## src/sv/spk_queue.sv

```systemverilog
module spk_queue #(
   parameter int WORD_W = 8,
   parameter int DEPTH  = 4
) (
   input  logic              clock,
   input  logic              reset,
   input  logic              push_valid,
   input  logic [WORD_W-1:0] push_data,
   output logic              full,
   input  logic              pop,
   output logic [WORD_W-1:0] pop_data,
   output logic              empty
);
   localparam int PTR_W = (DEPTH > 1) ? $clog2(DEPTH) : 1;
   localparam int CNT_W = $clog2(DEPTH + 1);

   logic [WORD_W-1:0] words_ff [DEPTH];
   logic [PTR_W-1:0]  wr_ptr_ff, wr_ptr_in;
   logic [PTR_W-1:0]  rd_ptr_ff, rd_ptr_in;
   logic [CNT_W-1:0]  count_ff, count_in;
   logic              do_push, do_pop;

   assign full     = (count_ff == CNT_W'(DEPTH));
   assign empty    = (count_ff == '0);
   assign pop_data = words_ff[rd_ptr_ff];
   assign do_push  = push_valid && !full;
   assign do_pop   = pop && !empty;

   always_comb begin
      wr_ptr_in = wr_ptr_ff;
      rd_ptr_in = rd_ptr_ff;
      count_in  = count_ff;
      if (do_push) begin
         wr_ptr_in = (wr_ptr_ff == PTR_W'(DEPTH - 1)) ? '0 : wr_ptr_ff + 1'b1;
      end
      if (do_pop) begin
         rd_ptr_in = (rd_ptr_ff == PTR_W'(DEPTH - 1)) ? '0 : rd_ptr_ff + 1'b1;
      end
      if (do_push && !do_pop) begin
         count_in = count_ff + 1'b1;
      end else if (do_pop && !do_push) begin
         count_in = count_ff - 1'b1;
      end
   end

   always_ff @(posedge clock) begin
      if (reset) begin
         wr_ptr_ff <= '0;
         rd_ptr_ff <= '0;
         count_ff  <= '0;
      end else begin
         wr_ptr_ff <= wr_ptr_in;
         rd_ptr_ff <= rd_ptr_in;
         count_ff  <= count_in;
      end
      if (do_push) begin
         words_ff[wr_ptr_ff] <= push_data;
      end
   end

endmodule

```

## config.mk

```make
export PLATFORM = sky130hd
export DESIGN_NAME = spk_queue
export DESIGN_NICKNAME = d
export VERILOG_FILES = /design/src/sv/spk_queue.sv
export SDC_FILE = /design/constraint.sdc
export NUM_CORES = 1
export LEC_CHECK = 0
export BUFFER_PORTS_ARGS = -buffer_cell sky130_fd_sc_hd__buf_2
export CORE_MARGIN = 5
export CORE_UTILIZATION = 50
export CTS_CLUSTER_DIAMETER = 150
export DETAILED_ROUTE_END_ITERATION = 10
export GPL_TIMING_DRIVEN = 0
export PLACE_DENSITY = 0.71
export SKIP_CTS_REPAIR_TIMING = 1
export SLEW_MARGIN = 10
export SYNTH_ARGS = -nofsm -noshare
export SYNTH_HDL_FRONTEND = slang
export SYNTH_SLANG_ARGS = --single-unit
export TNS_END_PERCENT = 1
```

## constraint.sdc

```tcl
create_clock -name clock -period 3.1 [get_ports clock]
set_clock_uncertainty 0.05 [all_clocks]
set_input_delay 0.93 -clock clock [delete_from_list [all_inputs] [get_ports clock]]
set_output_delay 0.93 -clock clock [all_outputs]
set_load 0.05 [all_outputs]
```

==> impl_results.md <==
- Status: completed
- Cell area after layout: 1870 um^2
- H-tree Lvls: 2
- Initial DRC count: 36
- WP data required: 2.12 ns
- WL per Instance: 15.6 um
- Cell Count, Final, Fillers Out: 164
- Kind of critical path: flip-flop to output pin
- RSZ-0062 raised after global routing: no
- Initial antenna violation count: 0
- FF+latch count, synth: 41
- Switching share of power: 36.3%
- Fraction of layout cells with a size suffix above 1: 38.3%
- Yosys warning count: 0
- Logic gate share of total power: 35.4%
- DRC: 0
- Netlist cell types: 26
- Pwr dens: 835 nW/um^2
- Deepest clock path buffer count: 2
- Synthesized instance count: 92
- Total track usage: 13.0%
- Crit-path max FO: 8
- Crit path time final: 2.71 ns
- PortBufs: 20
- First-pass GRT wire length: 4130 um
- Worst setup EP type: output pin
- Initial cell density of the core: 53.0%
- Antenna viol nets, final: 0
- Fmax: 369 MHz
- Drt total wl: 2550 um
- 1st-pass router iterations: 2
- Ys flop type: edfxtp_1
- Cell Area, Synth: 1650 um^2
- Rows: 20
- Clock share of power: 19.1%
- Peak VDD IR: 0.331 mV
- Worst path arrival time: 1.73 ns
- Final setup TNS: 0 ns
- Syn Area/Cell: 17.9 um^2
- Worst-Skew Late Latency: 0.34 ns
- Routed vias: 850
- EDFF count, synth: 32
- Net count after synthesis: 111
- Top-count cell post-synth: edfxtp_1
- Synth top area cells: edfxtp_1 58%, dfxtp_1 11%, mux4_2 11%, ha_1 4.6%, and3_2 1.8%
- Setup WS pre-CTS: 0.331 ns
- CTS tree: yes
- R2r setup slk: 0.67 ns
- Area growth syn-to-layout: 13.8%
- Gr ovfl total: 0
- Fin nets: 138
- Crit share post-route: 87.3%
- Final hold vios: 0
- Psw: 0.567 mW
- CTS buffer count: 5
- Pin count of the biggest net entering global routing: 14
- Hpwl dp: 1830 um
- Final core utilization: 60.3%
- HP Class: flip-flop to flip-flop
- Final Worst Setup Slack: 0.393 ns
- Reg power frac: 45.5%
- Max Cap Viol: 0
- CP Launch Type: flip-flop
- Clock Sinks: 41
- Die X: 67.4 um
- Clock slew seen by the registers of the worst setup and hold paths: 0.11 ns
- Core area: 3100 um^2
- Worst slew margin: 65.6%
- Root buffer selected by CTS: clkbuf_4
- Die height: 67.4 um
- Cell taking the most area after synthesis: edfxtp_1
- Post-synth top cells: 32 x edfxtp_1, 9 x dfxtp_1, 8 x mux4_2, 6 x ha_1
- Ys async rst share: 0%
- Synth top area share: 58.4%
- # setup viols final: 0
- Final Max Tran Viols: 0
- Vias in the first global route: 858
- Leakage: 0.696 nW
- Sequential fraction of the synthesis area: 69.4%
- DP Cell Count: 156
- Routability congestion estimate: 0.707
- Internal power: 0.995 mW
- I/O pins: 22
- Diodes inserted: 0
- Least-Margin Pin Slew: 0.516 ns
- Die ar.: 4540 um^2
- Via density: 5.18
- Placed Instance Area: 1800 um^2
-- sequential cells by signal, summed over array words and instances (netlist names), named ones only --
register   cells
words_ff      32
count_ff       3
rd_ptr_ff      2
wr_ptr_ff      2
-- cells in the final DEF, fill, tap and decap left out, drive strengths merged --
| cell | instances |
|---|---|
| xor2 | 2 |
| or3 | 2 |
| nor3 | 2 |
| o21ai | 2 |
| ha | 6 |
| o31ai | 2 |
| and3 | 4 |
| mux4 | 8 |
| clkinv | 2 |
| inv | 4 |
| nand3 | 2 |
| dfxtp | 9 |
| or3b | 1 |
| fa | 1 |
| edfxtp | 32 |
| nor2 | 4 |
| buf | 23 |
| a21oi | 3 |
| mux2i | 2 |
| nand2 | 1 |
| clkbuf | 8 |
-- worst paths after layout --
| kind | to | from | cells after the start |
|---|---|---|---|
| min | flip-flop | rd_ptr_ff[0]$_SDFFE_PP0P_ | 2 |
| max reg2reg | count_ff[2]$_SDFFE_PP0P_ | count_ff[0]$_SDFFE_PP0P_ | 10 |
| max | pop_data[5] | flip-flop | 3 |
| min reg2reg | flip-flop | rd_ptr_ff[0]$_SDFFE_PP0P_ | 2 |
-- cells by family after synthesis --
family / share of synthesized area (%)
simple gates: 5.70
fa+ha+maj: 5.78
compound gates: 3.04
xor+xnor: 1.06
buf+inv: 2.89
mux: 12.2
flops: 69.4
-- layout make-up --
type / instances / area [um^2]
inverters: 5 / 23.8
repair buffers: 20 / 100
plain buffers: 4 / 23.8
clock buffers: 7 / 66.3
flip-flops and latches: 41 / 1140
clock inverters: 1 / 5.00
multi-input cells: 42 / 457
fillers: 263 / 1230
well taps: 44 / 55.1
-- critical path, cell delays in order (launching register included) --
cell	delay (ns)
dfxtp_1	0.32
buf_2	0.29
mux4_2	0.56
buf_2	0.23
-- power by group through the flow --
| stage | Combinational (mW) | Clock [mW] | Sequential (mW) |
|---|---|---|---|
| global route | 0.596 | 0.328 | 0.719 |
| CTS | 0.558 | 0.307 | 0.712 |
| detailed placement | 0.556 | 0 | 0.725 |
| floorplan | 0.450 | 0 | 0.712 |
| finish | 0.553 | 0.299 | 0.711 |
| global placement | 0.543 | 0 | 0.717 |
-- through the flow --
| stage | hold WS [ns] | total power, mW |
|---|---|---|
| after global routing | 0.495 | 1.64 |
| after floorplan | 0.413 | 1.16 |
| after detailed placement | 0.445 | 1.28 |
| final | 0.456 | 1.56 |
| after global placement | 0.431 | 1.26 |
| after CTS | 0.461 | 1.58 |
-- routing by layer --
metal	part of all wire, %	GRT usage [%]
met4	1.5	6.08
met3	5.3	4.49
met5	0	0
met2	48	19.6
met1	45	17.0
(Power assumes the default switching activity.)
