<file path="src/sv/spk_pkg.sv">
package spk_pkg;

   // field widths of the stream words
   localparam int LEVEL_W    = 20;
   localparam int RANK_W     = 4;
   localparam int PCOL_W     = 11;
   localparam int NM_W       = 18;
   localparam int OFFSET_W   = 17;
   localparam int GAIN_W     = 32;
   localparam int REQ_DATA_W = 24;
   localparam int RSP_DATA_W = 56;

   // calibration arithmetic
   localparam int FRAC_W    = 24;
   localparam int LIN_SHIFT = 8;
   localparam int NM_MAX    = 131071;
   localparam int NM_MIN    = -131072;

   localparam int EMIT_MAX    = 10;
   localparam int QUEUE_DEPTH = 4;

   localparam int DEF_TOP_K       = 10;
   localparam int DEF_MAX_COLUMNS = 2048;

   // register file
   localparam int CSR_IDX_W = 2;
   localparam logic [CSR_IDX_W-1:0] REG_OFFSET_NM   = 2'd0;
   localparam logic [CSR_IDX_W-1:0] REG_LINEAR_GAIN = 2'd1;
   localparam logic [CSR_IDX_W-1:0] REG_SQUARE_GAIN = 2'd2;

   localparam logic [OFFSET_W-1:0] OFFSET_RESET = 17'd0;
   localparam logic [GAIN_W-1:0]   LINEAR_RESET = 32'h0001_0000;
   localparam logic [GAIN_W-1:0]   SQUARE_RESET = 32'd0;

   // kind of a word in the candidate queue
   localparam int OP_W = 2;
   typedef enum logic [OP_W-1:0] {
      OP_CAND     = 2'd0,
      OP_CAND_END = 2'd1,
      OP_END      = 2'd2
   } spk_op_type;

   typedef struct packed {
      logic signed [OFFSET_W-1:0] offset_nm;
      logic signed [GAIN_W-1:0]   linear_gain;
      logic signed [GAIN_W-1:0]   square_gain;
   } spk_cal_type;

   typedef struct packed {
      logic [RANK_W-1:0]      rank;
      logic [PCOL_W-1:0]      peak_column;
      logic [LEVEL_W-1:0]     peak_level;
      logic signed [NM_W-1:0] wavelength_nm;
      logic                   end_of_list;
   } spk_rsp_type;

endpackage

</file>
<file path="src/sv/spk_front.sv">
module spk_front #(
   parameter int MAX_COLUMNS = spk_pkg::DEF_MAX_COLUMNS,
   parameter int COL_W       = $clog2(MAX_COLUMNS),
   parameter int WORD_W      = spk_pkg::OP_W + spk_pkg::LEVEL_W + COL_W
) (
   input  logic                        clock,
   input  logic                        reset,
   input  logic                        req_tvalid,
   output logic                        req_tready,
   input  logic [spk_pkg::LEVEL_W-1:0] column_sum,
   input  logic                        final_column,
   output logic                        push_valid,
   output logic [WORD_W-1:0]           push_data,
   input  logic                        q_full
);
   import spk_pkg::*;

   logic [LEVEL_W-1:0] prev_ff, prev_in;
   logic [LEVEL_W-1:0] cur_ff, cur_in;
   logic [COL_W-1:0]   cur_col_ff, cur_col_in;
   logic [COL_W-1:0]   col_ctr_ff, col_ctr_in;
   logic [1:0]         held_ff, held_in;
   logic               pend_ff, pend_in;
   logic [WORD_W-1:0]  pend_word_ff, pend_word_in;
   logic               accept, judge, last_cand;
   logic [WORD_W-1:0]  word_a, word_b;

   assign req_tready = !pend_ff && !q_full;
   assign accept     = req_tvalid && req_tready;

   always_comb begin
      // held column is a peak unless a neighbor is strictly greater
      judge     = (held_ff != 2'd0) && ((held_ff == 2'd1) || (prev_ff <= cur_ff))
                  && (column_sum <= cur_ff);
      last_cand = (held_ff == 2'd0) || (cur_ff <= column_sum);
      word_a    = {OP_CAND, cur_ff, cur_col_ff};
      word_b    = {(last_cand ? OP_CAND_END : OP_END), column_sum, col_ctr_ff};

      prev_in      = prev_ff;
      cur_in       = cur_ff;
      cur_col_in   = cur_col_ff;
      col_ctr_in   = col_ctr_ff;
      held_in      = held_ff;
      pend_in      = pend_ff;
      pend_word_in = pend_word_ff;
      push_valid   = 1'b0;
      push_data    = pend_word_ff;

      if (pend_ff) begin
         push_valid = 1'b1;
         if (!q_full) begin
            pend_in = 1'b0;
         end
      end

      if (accept) begin
         if (final_column) begin
            if (judge) begin
               push_valid   = 1'b1;
               push_data    = word_a;
               pend_in      = 1'b1;
               pend_word_in = word_b;
            end else begin
               push_valid = 1'b1;
               push_data  = word_b;
            end
            prev_in    = '0;
            cur_in     = '0;
            cur_col_in = '0;
            col_ctr_in = '0;
            held_in    = 2'd0;
         end else begin
            if (judge) begin
               push_valid = 1'b1;
               push_data  = word_a;
            end
            prev_in    = cur_ff;
            cur_in     = column_sum;
            cur_col_in = col_ctr_ff;
            col_ctr_in = (col_ctr_ff == COL_W'(MAX_COLUMNS - 1)) ? '0 : col_ctr_ff + 1'b1;
            held_in    = (held_ff == 2'd2) ? 2'd2 : held_ff + 2'd1;
         end
      end
   end

   always_ff @(posedge clock) begin
      if (reset) begin
         prev_ff    <= '0;
         cur_ff     <= '0;
         cur_col_ff <= '0;
         col_ctr_ff <= '0;
         held_ff    <= 2'd0;
         pend_ff    <= 1'b0;
      end else begin
         prev_ff    <= prev_in;
         cur_ff     <= cur_in;
         cur_col_ff <= cur_col_in;
         col_ctr_ff <= col_ctr_in;
         held_ff    <= held_in;
         pend_ff    <= pend_in;
      end
      pend_word_ff <= pend_word_in;
   end

endmodule

</file>
<file path="config.mk">
export PLATFORM = sky130hd
export DESIGN_NAME = spk_front
export DESIGN_NICKNAME = d
export VERILOG_FILES = /design/src/sv/spk_pkg.sv /design/src/sv/spk_front.sv
export SDC_FILE = /design/constraint.sdc
export NUM_CORES = 1
export LEC_CHECK = 0
export ABC_AREA = 1
export BUFFER_PORTS_ARGS = -buffer_cell sky130_fd_sc_hd__buf_2
export CAP_MARGIN = 30
export CORE_MARGIN = 4
export CORE_UTILIZATION = 54
export DETAILED_ROUTE_END_ITERATION = 7
export GPL_ROUTABILITY_DRIVEN = 0
export PLACE_DENSITY = 0.77
export SLEW_MARGIN = 10
export SYNTH_ARGS = -nofsm -noshare
export SYNTH_HDL_FRONTEND = slang
export SYNTH_SLANG_ARGS = --single-unit
</file>
<file path="constraint.sdc">
create_clock -name clock -period 2.8 [get_ports clock]
set_input_delay 0.14 -clock clock [delete_from_list [all_inputs] [get_ports clock]]
set_output_delay 0.14 -clock clock [all_outputs]
set_load 0.005 [all_outputs]
</file>
==> results by group <==
Layout
  – Fin cells: between 1000 and 1500
  – P&R area growth vs syn: 19.4%
  – Share of cells above drive strength 1: 0.161
  – NumNets Final: 935
  – Finished Cell Area: between 6000 and 7000 um2
  – Commonest cells after routing, fill and taps aside: nand2_1 (289), inv_1 (80), a21oi_1 (69), dfxtp_1 (57), buf_2 (53)
  – Most common cell after layout, fill and taps aside: nand2_1
  – Antenna diodes: 0

Clock tree
  – H-tree depth: 3
  – # clock sinks: 98
  – Latest clock arrival within the worst-skew pair: between 300 and 400 ps
  – CTS tree: built
  – Root Driver: clkbuf_8
  – Clock slew at reported path FFs: 90 ps
  – CTS buffer count: 9
  – Max Buffers Root-to-Sink: 2

Worst hold path
  – Hold WC Path Type: in -> reg
  – WHS Endpoint: pend_ff
  – Hold Crit Start: q_full
  – Hold Path Stages: 3

Worst setup path
  – FF-to-FF setup slack: 240 ps
  – WS Path Type: in -> out
  – CP max FO: 6
  – RR Startpoint: cur_ff[17]
  – WP data required: about 2700 ps
  – Worst setup EP type: primary output
  – R2R cell count: 11
  – Setup crit start kind: input port
  – RR Endpoint: pend_word_ff[15]
  – Critical path arrival: between 2000 and 3000 ps

Timing
  – Max Clock Skew: between 10 and 15 ps
  – Final WS setup: approximately 48 ps
  – FMAX: between 0.3 and 0.4 GHz
  – Final setup fails: 0
  – Slew Limit Fails: 0
  – Worst slew margin: 0.527
  – Min cycle time layout: about 2800 ps
  – Hold Worst Slack: 37.2 ps
  – Worst slew pin tran: just over 700 ps
  – Final period util: 0.983
  – Final hold vios: 0

Floorplan
  – DIE AREA: ~12000 um2
  – Io pins: 60
  – Starting Density: 0.555
  – Site Rows: 37
  – Core Area: roughly 10000 um2
  – Die Width: 111 um
  – Die height: approximately 110 um

Logic synthesis
  – Yosys cell types: 30
  – Mux cell area share after synthesis: 0.0104
  – Main combinational cell family by area after synthesis: simple AND/OR/NAND/NOR gates
  – Mapped Area: ~5800 um2
  – Synth Area in Simple Gates: 0.301
  – Seq cells post-synth: 98
  – Synth area leaders: dfxtp_1 (23%), nand2_1 (20%), edfxtp_1 (17%)
  – Syn_area_per_cell: 7.19 um2
  – Compound-Gate Fraction of Synth Area: 0.100
  – XOR/XNOR Fraction of Synth Area: 0.00609
  – Gate Count Post-Synth: 800
  – Adder-cell share of the synthesized area: 0.0936
  – Syn. warnings: 0
  – Synth top area share: 0.226
  – Leading area contributor after synthesis: dfxtp_1
  – Syn nets: 868
  – Sequential element share of the synthesized area: 0.399

Routing
  – Routed WL per cell: between 15 and 20 um
  – Final WL: 15400 um
  – Routed Antenna Nets: 0
  – DRC violation total after the first TritonRoute iteration: approximately 380
  – Routed vias: 5536
  – Vias per std cell: between 5 and 6
  – DRC viols: 0
  – TritonRoute pass-1 iters: 5

Run
  – Max-Cap Viols: 0

Place
  – Port bufs: between 50 and 60
  – Place WS: around 230 ps
  – Cell Area, Placed: between 6000 and 7000 um2
  – Placed insts: about 970
  – Dpl hpwl: 9570 um

Power and ir drop
  – Pleak: a little over 3 nW
  – VDD IR max: about 0.23 mV
  – Pwr/cell area: around 410 nW/um2
  – Overall power: 2.84 mW

Global routing
  – Initial antenna violation count: 0
  – Vias in the first global route: 5287
  – First-pass GRT wire length: 24500 um
  – Largest net degree at the start of global routing: between 50 and 60
  – GRT Total Usage: 0.237
  – GRT overflow: 0

Run status
  – Run status: complete, no violations
-- worst max path at each step --
stage / end / depth (start not counted) / slack (ps) / start
global route: push_data[0] / 16 / -70 / column_sum[16]
floorplan: pend_word_ff[0] / 11 / 180 / cur_ff[19]
finish: push_data[7] / 16 / 50 / column_sum[16]
detailed placement: push_data[30] / 13 / 230 / cur_ff[19]
global placement: push_data[0] / 12 / 320 / cur_ff[15]
CTS: push_data[12] / 13 / 3 / cur_ff[19]
-- layer usage --
metal	global-route usage	part of all wire
met5	0	0
met4	0.0949	0.020
met2	0.395	0.49
met3	0.0300	0.054
met1	0.312	0.44
-- flip-flops by register name, indices dropped and copies added (netlist names) --
signal,flops
cur_ff,20
col_ctr_ff,11
pend_ff,1
prev_ff,20
cur_col_ff,11
pend_word_ff,33
held_ff,2
-- metrics by stage --
step | utilization | TNS [ps]
after floorplan | - | 0
after global placement | 0.592 | 0
after detailed placement | 0.592 | 0
after CTS | 0.639 | 0
after global routing | 0.662 | -744
final | 0.662 | 0
-- cell families (layout without fill, tap and decap cells) --
kind of cell	after synthesis	count (layout)
AND/OR/NAND/NOR	414	415
buffers and inverters	126	197
AO/OA/AOI/OAI	109	109
flip-flops	98	98
adder cells (fa/ha/maj)	43	43
multiplexers	6	6
XOR/XNOR	4	4
-- power breakdown --
group,switching [mW],internal [mW],total (mW),leakage [nW]
clock network,0.479,0.487,0.965,0.107
logic,0.237,0.147,0.384,2.10
registers,0.0138,1.47,1.49,0.830
total,0.730,2.11,2.84,3.03
-- synthesized netlist by cell type, drive strengths merged --
cell type	instances
inv	83
edfxtp	33
a21o	2
ha	43
or2	1
a21oi	71
a21boi	1
a31oi	1
a211oi	2
buf	20
o21bai	2
nor2	31
dfxtp	65
nand2	303
o21ai	30
nor3	5
mux2i	6
nand4	33
clkbuf	23
nand3	41
xor2	4
-- repair_timing --
| action | 4_1_cts | 5_1_grt |
|---|---|---|
| pin swaps | 2 | 14 |
| setup buffers | 8 | 2 |
| hold endpoints to repair | 19 | 0 |
| endpoints found under the setup margin | 34 | 67 |
| gates cloned | 1 | 2 |
| hold buffers | 19 | 0 |
| resized for setup | 2 | 56 |
-- area by class of cell --
class                      count  area [um2]
inverter                      83         312
tap                          136         170
sequential                    98        2310
timing repair buffer          98         748
clock inverter                 2        35.0
fill                         877        3510
multi-input combinational    577        3120
clock buffer                  14         173
-- critical path: stages --
cell and delay, ps:
dlygate4sd3_1 520, buf_2 130, inv_1 60, ha_1 270, nand2_1 60, nor2_2 190
nand2_2 110, nor2_4 140, nand2_2 100, nand4_4 220, nand3_4 160, clkbuf_16 210
nand2_1 50, nand3_1 70, nand2_1 70, buf_2 110
Power figures use the tool's default switching activity.
