### src/sv/spk_pkg.sv
package spk_pkg;

   // field widths of the stream words
   localparam int LEVEL_W    = 20;
   localparam int RANK_W     = 4;
   localparam int PCOL_W     = 11;
   localparam int NM_W       = 18;
   localparam int OFFSET_W   = 17;
   localparam int GAIN_W     = 32;
   localparam int REQ_DATA_W = 24;
   localparam int RSP_DATA_W = 56;

   // calibration arithmetic
   localparam int FRAC_W    = 24;
   localparam int LIN_SHIFT = 8;
   localparam int NM_MAX    = 131071;
   localparam int NM_MIN    = -131072;

   localparam int EMIT_MAX    = 10;
   localparam int QUEUE_DEPTH = 4;

   localparam int DEF_TOP_K       = 10;
   localparam int DEF_MAX_COLUMNS = 2048;

   // register file
   localparam int CSR_IDX_W = 2;
   localparam logic [CSR_IDX_W-1:0] REG_OFFSET_NM   = 2'd0;
   localparam logic [CSR_IDX_W-1:0] REG_LINEAR_GAIN = 2'd1;
   localparam logic [CSR_IDX_W-1:0] REG_SQUARE_GAIN = 2'd2;

   localparam logic [OFFSET_W-1:0] OFFSET_RESET = 17'd0;
   localparam logic [GAIN_W-1:0]   LINEAR_RESET = 32'h0001_0000;
   localparam logic [GAIN_W-1:0]   SQUARE_RESET = 32'd0;

   // kind of a word in the candidate queue
   localparam int OP_W = 2;
   typedef enum logic [OP_W-1:0] {
      OP_CAND     = 2'd0,
      OP_CAND_END = 2'd1,
      OP_END      = 2'd2
   } spk_op_type;

   typedef struct packed {
      logic signed [OFFSET_W-1:0] offset_nm;
      logic signed [GAIN_W-1:0]   linear_gain;
      logic signed [GAIN_W-1:0]   square_gain;
   } spk_cal_type;

   typedef struct packed {
      logic [RANK_W-1:0]      rank;
      logic [PCOL_W-1:0]      peak_column;
      logic [LEVEL_W-1:0]     peak_level;
      logic signed [NM_W-1:0] wavelength_nm;
      logic                   end_of_list;
   } spk_rsp_type;

endpackage

### src/sv/spk_back.sv
module spk_back #(
   parameter int TOP_K       = spk_pkg::DEF_TOP_K,
   parameter int MAX_COLUMNS = spk_pkg::DEF_MAX_COLUMNS,
   parameter int COL_W       = $clog2(MAX_COLUMNS),
   parameter int WORD_W      = spk_pkg::OP_W + spk_pkg::LEVEL_W + COL_W
) (
   input  logic                 clock,
   input  logic                 reset,
   input  spk_pkg::spk_cal_type cal,
   input  logic [WORD_W-1:0]    q_data,
   input  logic                 q_empty,
   output logic                 q_pop,
   output logic                 rsp_valid,
   input  logic                 rsp_ready,
   output spk_pkg::spk_rsp_type rsp
);
   import spk_pkg::*;

   localparam int CNT_W  = $clog2(TOP_K + 1);
   localparam int ACC_W  = 2 * COL_W + 42;
   localparam int Q_W    = ACC_W - FRAC_W;
   localparam int PROD_W = GAIN_W + COL_W + 1;
   localparam logic signed [Q_W-1:0]   Q_MAX = Q_W'(NM_MAX);
   localparam logic signed [Q_W-1:0]   Q_MIN = Q_W'(NM_MIN);
   localparam logic signed [ACC_W-1:0] BIAS  = ACC_W'((1 << FRAC_W) - 1);

   typedef enum logic [2:0] {
      B_IDLE, B_START, B_MUL, B_LO, B_HI, B_ADD, B_OUT
   } state_type;

   state_type              state_ff, state_in;
   logic [LEVEL_W-1:0]     level_ff [TOP_K];
   logic [LEVEL_W-1:0]     level_in [TOP_K];
   logic [COL_W-1:0]       col_ff [TOP_K];
   logic [COL_W-1:0]       col_in [TOP_K];
   logic [CNT_W-1:0]       count_ff, count_in;
   logic [RANK_W-1:0]      k_ff, k_in;
   logic [RANK_W-1:0]      emit_n_ff, emit_n_in;
   logic [2*COL_W-1:0]     pp_ff, pp_in;
   logic signed [PROD_W-1:0] lin_ff, lin_in;
   logic signed [PROD_W-1:0] prod_ff, prod_in;
   logic signed [ACC_W-1:0]  acc_ff, acc_in;
   logic                   rsp_valid_ff, rsp_valid_in;
   spk_rsp_type            rsp_ff, rsp_in;

   spk_op_type             op;
   logic [LEVEL_W-1:0]     c_level;
   logic [COL_W-1:0]       c_col;
   logic                   flag [TOP_K];
   logic                   prior;
   logic signed [ACC_W-1:0] acc_b;
   logic signed [Q_W-1:0]  q;
   logic signed [NM_W-1:0] nm;
   logic                   load;

   assign op        = spk_op_type'(q_data[WORD_W-1 -: OP_W]);
   assign c_level   = q_data[COL_W +: LEVEL_W];
   assign c_col     = q_data[COL_W-1:0];
   assign q_pop     = (state_ff == B_IDLE) && !q_empty;
   assign rsp_valid = rsp_valid_ff;
   assign rsp       = rsp_ff;
   assign load      = (state_ff == B_OUT) && (!rsp_valid_ff || rsp_ready);

   // truncate toward zero, then saturate
   always_comb begin
      acc_b = acc_ff + (acc_ff[ACC_W-1] ? BIAS : '0);
      q     = acc_b[ACC_W-1:FRAC_W];
      if (q > Q_MAX) begin
         nm = NM_W'(Q_MAX);
      end else if (q < Q_MIN) begin
         nm = NM_W'(Q_MIN);
      end else begin
         nm = NM_W'(q);
      end
   end

   always_comb begin
      state_in     = state_ff;
      count_in     = count_ff;
      k_in         = k_ff;
      emit_n_in    = emit_n_ff;
      pp_in        = pp_ff;
      lin_in       = lin_ff;
      prod_in      = prod_ff;
      acc_in       = acc_ff;
      rsp_valid_in = rsp_valid_ff;
      rsp_in       = rsp_ff;
      prior        = 1'b0;
      for (int i = 0; i < TOP_K; i++) begin
         level_in[i] = level_ff[i];
         col_in[i]   = col_ff[i];
         flag[i]     = (i >= int'(count_ff)) || (c_level > level_ff[i])
                       || ((c_level == level_ff[i]) && (c_col > col_ff[i]));
      end

      if (rsp_valid_ff && rsp_ready) begin
         rsp_valid_in = 1'b0;
      end

      case (state_ff)
         B_IDLE: begin
            if (q_pop) begin
               if ((op == OP_CAND) || (op == OP_CAND_END)) begin
                  // sorted insert: the first place it outranks takes it
                  for (int i = 0; i < TOP_K; i++) begin
                     if (flag[i] && !prior) begin
                        level_in[i] = c_level;
                        col_in[i]   = c_col;
                     end else if (flag[i]) begin
                        level_in[i] = level_ff[(i > 0) ? i - 1 : 0];
                        col_in[i]   = col_ff[(i > 0) ? i - 1 : 0];
                     end
                     prior = flag[i];
                  end
                  if (int'(count_ff) < TOP_K) begin
                     count_in = count_ff + 1'b1;
                  end
               end
               if ((op == OP_END) || (op == OP_CAND_END)) begin
                  state_in = B_START;
               end
            end
         end
         B_START: begin
            emit_n_in = (int'(count_ff) < EMIT_MAX) ? RANK_W'(count_ff) : RANK_W'(EMIT_MAX);
            k_in      = '0;
            if (count_ff == '0) begin
               state_in = B_IDLE;
            end else begin
               state_in = B_MUL;
            end
         end
         B_MUL: begin
            pp_in    = col_ff[0] * col_ff[0];
            lin_in   = cal.linear_gain * $signed({1'b0, col_ff[0]});
            state_in = B_LO;
         end
         B_LO: begin
            acc_in   = (ACC_W'(cal.offset_nm) <<< FRAC_W) + (ACC_W'(lin_ff) <<< LIN_SHIFT);
            prod_in  = cal.square_gain * $signed({1'b0, pp_ff[COL_W-1:0]});
            state_in = B_HI;
         end
         B_HI: begin
            acc_in   = acc_ff + ACC_W'(prod_ff);
            prod_in  = cal.square_gain * $signed({1'b0, pp_ff[2*COL_W-1:COL_W]});
            state_in = B_ADD;
         end
         B_ADD: begin
            acc_in   = acc_ff + (ACC_W'(prod_ff) <<< COL_W);
            state_in = B_OUT;
         end
         B_OUT: begin
            if (load) begin
               rsp_valid_in         = 1'b1;
               rsp_in.rank          = k_ff;
               rsp_in.peak_column   = PCOL_W'(col_ff[0]);
               rsp_in.peak_level    = level_ff[0];
               rsp_in.wavelength_nm = nm;
               rsp_in.end_of_list   = (k_ff == emit_n_ff - 1'b1);
               // list moves up so the next peak sits in the head entry
               for (int i = 0; i < TOP_K - 1; i++) begin
                  level_in[i] = level_ff[i+1];
                  col_in[i]   = col_ff[i+1];
               end
               k_in = k_ff + 1'b1;
               if (k_ff == emit_n_ff - 1'b1) begin
                  count_in = '0;
                  state_in = B_IDLE;
               end else begin
                  state_in = B_MUL;
               end
            end
         end
         default: begin
            state_in = B_IDLE;
         end
      endcase
   end

   always_ff @(posedge clock) begin
      if (reset) begin
         state_ff     <= B_IDLE;
         count_ff     <= '0;
         k_ff         <= '0;
         emit_n_ff    <= '0;
         rsp_valid_ff <= 1'b0;
      end else begin
         state_ff     <= state_in;
         count_ff     <= count_in;
         k_ff         <= k_in;
         emit_n_ff    <= emit_n_in;
         rsp_valid_ff <= rsp_valid_in;
      end
      pp_ff   <= pp_in;
      lin_ff  <= lin_in;
      prod_ff <= prod_in;
      acc_ff  <= acc_in;
      rsp_ff  <= rsp_in;
      for (int i = 0; i < TOP_K; i++) begin
         level_ff[i] <= level_in[i];
         col_ff[i]   <= col_in[i];
      end
   end

`ifndef SYNTHESIS
   a_count_bound: assert property (@(posedge clock) disable iff (reset)
      int'(count_ff) <= TOP_K)
      else $error("entry count above list length");

   a_rank_bound: assert property (@(posedge clock) disable iff (reset)
      (state_ff == B_MUL || state_ff == B_LO || state_ff == B_HI
       || state_ff == B_ADD || state_ff == B_OUT) |-> (k_ff < emit_n_ff))
      else $error("emission rank past emit count");

   a_end_starts: assert property (@(posedge clock) disable iff (reset)
      (q_pop && (op == OP_END || op == OP_CAND_END)) |=> (state_ff == B_START))
      else $error("end of spectrum did not start emission");
`endif

endmodule

### config.mk
export PLATFORM = sky130hd
export DESIGN_NAME = spk_back
export DESIGN_NICKNAME = d
export VERILOG_FILES = /design/src/sv/spk_pkg.sv /design/src/sv/spk_back.sv
export SDC_FILE = /design/constraint.sdc
export NUM_CORES = 2
export LEC_CHECK = 0
export BUFFER_PORTS_ARGS = -buffer_cell sky130_fd_sc_hd__buf_4
export CAP_MARGIN = 40
export CORE_ASPECT_RATIO = 0.75
export CORE_UTILIZATION = 58
export CTS_CLUSTER_SIZE = 20
export DETAILED_ROUTE_END_ITERATION = 8
export GPL_TIMING_DRIVEN = 0
export PLACE_DENSITY = 0.78
export REMOVE_ABC_BUFFERS = 1
export SYNTH_ARGS = -nofsm -noshare
export SYNTH_HDL_FRONTEND = slang
export SYNTH_SLANG_ARGS = --single-unit
### constraint.sdc
create_clock -name clock -period 10 [get_ports clock]
set_input_delay 2 -clock clock [delete_from_list [all_inputs] [get_ports clock]]
set_output_delay 2 -clock clock [all_outputs]
set_load 0.02 [all_outputs]
==> results.toml <==
[setup_path]
rr_worst_depth = 23
cp.arrival_ns = 8.69
crit_chain = "buf_4, nand2_1, fa_1, inv_1, fa_1, fa_1, fa_1, inv_1, fa_1, inv_1, ha_1, a2111oi_0, o21ai_0, a221oi_1, o221ai_1, a31oi_1, o21ai_0, a221o_1, a21oi_1, xor2_1, o21ai_0"
cp-end-kind = "register"
critical-path-slowest-cell = "fa_1"
critPathMaxStageDelay_ns = 0.57
cp.required_ns = 10.40
critical_path_peak_fanout = 21
start_kind = "input pin"
worst_path_most_repeated_cell = "fa_1"
path_class = "in -> reg"

[power_and_ir_drop]
p_per_area_nw_per_um2 = 329
p_leak_nw = 40.4
vdd_drop_max_uv = 371

[floorplanning]
die_y_um = 322
initial_utilization = 0.588
core-area_sq_um = 134000
io_pins = 174
row_count = 116
fp.dieW_um = 428
design.die.area_sq_um = 138000

[min_path]
hold_depth = 2
min_path_type = "reg -> reg"

[finish]
syn_to_final_growth_pct = 7.71
fin_util = 0.634
fin_nets = 10400
instances_no_fill = 10300
drive_gt1_frac = 0.0562

[synth]
yosysMostFrequentCell = "inv_1"
syn_inst = 8583
async_reset_ff_frac = 0
synth_cell_type_count = 99
yosys_warnings = 0
yosysSeqAreaShare = 0.208
synth_edf_count = 537
synth.avg_cell_area_sq_um = 9.20
ys_ff_latch = 553
ys.flop_type = "edfxtp_1"
synthTopCellsByArea = "fa_1 24%, edfxtp_1 20%, ha_1 13%, inv_1 7.2%, nand2_1 4.9%"
synth_top_area_cell = "fa_1"
synth_common_cells = "1519 x inv_1, 1034 x nand2_1, 949 x fa_1, 838 x ha_1, 537 x edfxtp_1"
netlist_area_sq_um = 79000
synth.top_cell.area_share = 0.241

[timing]
final.min_clock_period_ns = 8.30
slew_headroom = 0.357
worst_pin_slew_ns = 0.965
setup_viol = 0
fmax_mhz = 121
hold_viol = 0
rsz0062_at_grt = "false"
period_share = 0.830
final_max_slew_viol_count = 0
fin_ws_ns = 1.70
fin_skew_ns = 0.0370

[grt]
grt_use_total = 0.326
grt_pass1_vias = 64200
grt_max_degree = 84
grt_pass1_wl_mm = 357
overflow = 0
antenna_found_initial = 24

[cts]
root_buffer = "clkbuf_16"
post_cts_buffers = 0
cts-buffers-inserted = 59
clk_pin_slew_ns = 0.06
postCtsHoldBufs = 0
h-tree-depth = 2
cts_sinks = 553
clockBufferDepth = 3
cts-resized-gates = 0
clk_latency_ns = 0.69
tritoncts = "built"

[routing]
ant_nets = 0
dr_wl_met3_mm = 25.1
dr.pass1.iters = 6
met1_length_mm = 97.1
drc = 0
wl_per_cell_um = 21.8
vias_per_cell = 6.14
vias = 63500
drt_iter0_drc = 7055
top_layer = "met5"
routed-wl-met2_mm = 96.0
routed_wirelength_mm = 225

[place]
portBuffers = 173
gp_congestion = 0.982
place_ws_ns = 1.17
dp.cells = 10200
hpwl_mm = 180

[run]
maxCapViolations = 0

[run_status]
status = "completed"
## final cells by class
| type | count | area [sq um] |
|---|---|---|
| Fill cell | 10600 | 49200 |
| Timing Repair Buffer | 270 | 3210 |
| Clock buffer | 66 | 1520 |
| Multi-Input combinational cell | 6101 | 55400 |
| Antenna cell | 15 | 37.5 |
| Inverter | 1523 | 5720 |
| Tap cell | 1770 | 2210 |
| Sequential cell | 553 | 16400 |
| Clock inverter | 42 | 467 |
## layout by cell type (no fill, tap or decap), drive strengths merged, types with 263 or more instances in the layout
cell | netlist | final
mux2i | 263 | 263
and2 | 347 | 347
a21oi | 355 | 355
fa | 949 | 949
nor2 | 264 | 264
buf | 35 | 268
o21ai | 317 | 317
inv | 1519 | 1524
nand2 | 1034 | 1034
edfxtp | 537 | 537
ha | 838 | 838
## path summary, 6_finish.rpt
kind                      from           end  slack (ns)
setup / recovery        cal[8]   prod_ff[39]        1.70
hold / removal    emit_n_ff[3]  emit_n_ff[3]        0.47
setup reg to reg  col_ff[0][8]    lin_ff[42]        2.19
hold reg to reg   emit_n_ff[3]  emit_n_ff[3]        0.47
## through the flow
| stage | area (sq um) | hold WS, ns | TNS [ns] | total power [mW] |
|---|---|---|---|---|
| global placement | 80900 | 0.457 | -778.08 | 24.5 |
| finish | 85100 | 0.472 | 0 | 28.0 |
| CTS | 85000 | 0.473 | 0 | 27.7 |
| detailed placement | 83000 | 0.465 | 0 | 25.3 |
| floorplan | 77400 | 0.443 | 0 | 19.7 |
| global route | 85100 | 0.522 | 0 | 30.8 |
## worst max-delay path, delay by kind of cell
family / cells / cell delay (ns)
buffers and inverters: 4 / 0.43
XOR/XNOR: 1 / 0.25
AND/OR/NAND/NOR: 1 / 0.13
AO/OA/AOI/OAI: 9 / 2.84
adder cells (fa/ha/maj): 6 / 3.02
## kinds of logic (layout without fill, tap and decap cells)
| group | count (synthesis) | in the layout | synth area share |
|---|---|---|---|
| and+or+nand+nor | 2189 | 2189 | 0.131 |
| buffers and inverters | 1929 | 1901 | 0.0926 |
| adders and majority gates | 1787 | 1787 | 0.373 |
| AOI/OAI and AO/OA | 1546 | 1546 | 0.125 |
| DFF | 553 | 553 | 0.208 |
| muxes | 300 | 300 | 0.0386 |
| xor gates and xnor gates | 278 | 278 | 0.0308 |
| other | 1 | 16 | 0.0000475 |
## layer usage
| metal | GRT usage | up-vias |
|---|---|---|
| met5 | 0 | - |
| met4 | 0.0969 | 6 |
| li1 | - | 28300 |
| met2 | 0.488 | 3418 |
| met1 | 0.478 | 31300 |
| met3 | 0.0658 | 432 |
## flip-flops by register name, indices dropped and copies added (netlist names), 3 cells and up
register / flops
col_ff: 110
acc_ff: 64
prod_ff: 44
lin_ff: 44
k_ff: 4
emit_n_ff: 4
level_ff: 200
state_ff: 3
rsp: 54
pp_ff: 21
count_ff: 4
## power breakdown
| part | internal, mW | switching (mW) |
|---|---|---|
| logic | 8.79 | 13.2 |
| registers | 3.51 | 0.222 |
| clock network | 1.29 | 1.03 |
(Power assumes the default switching activity.)
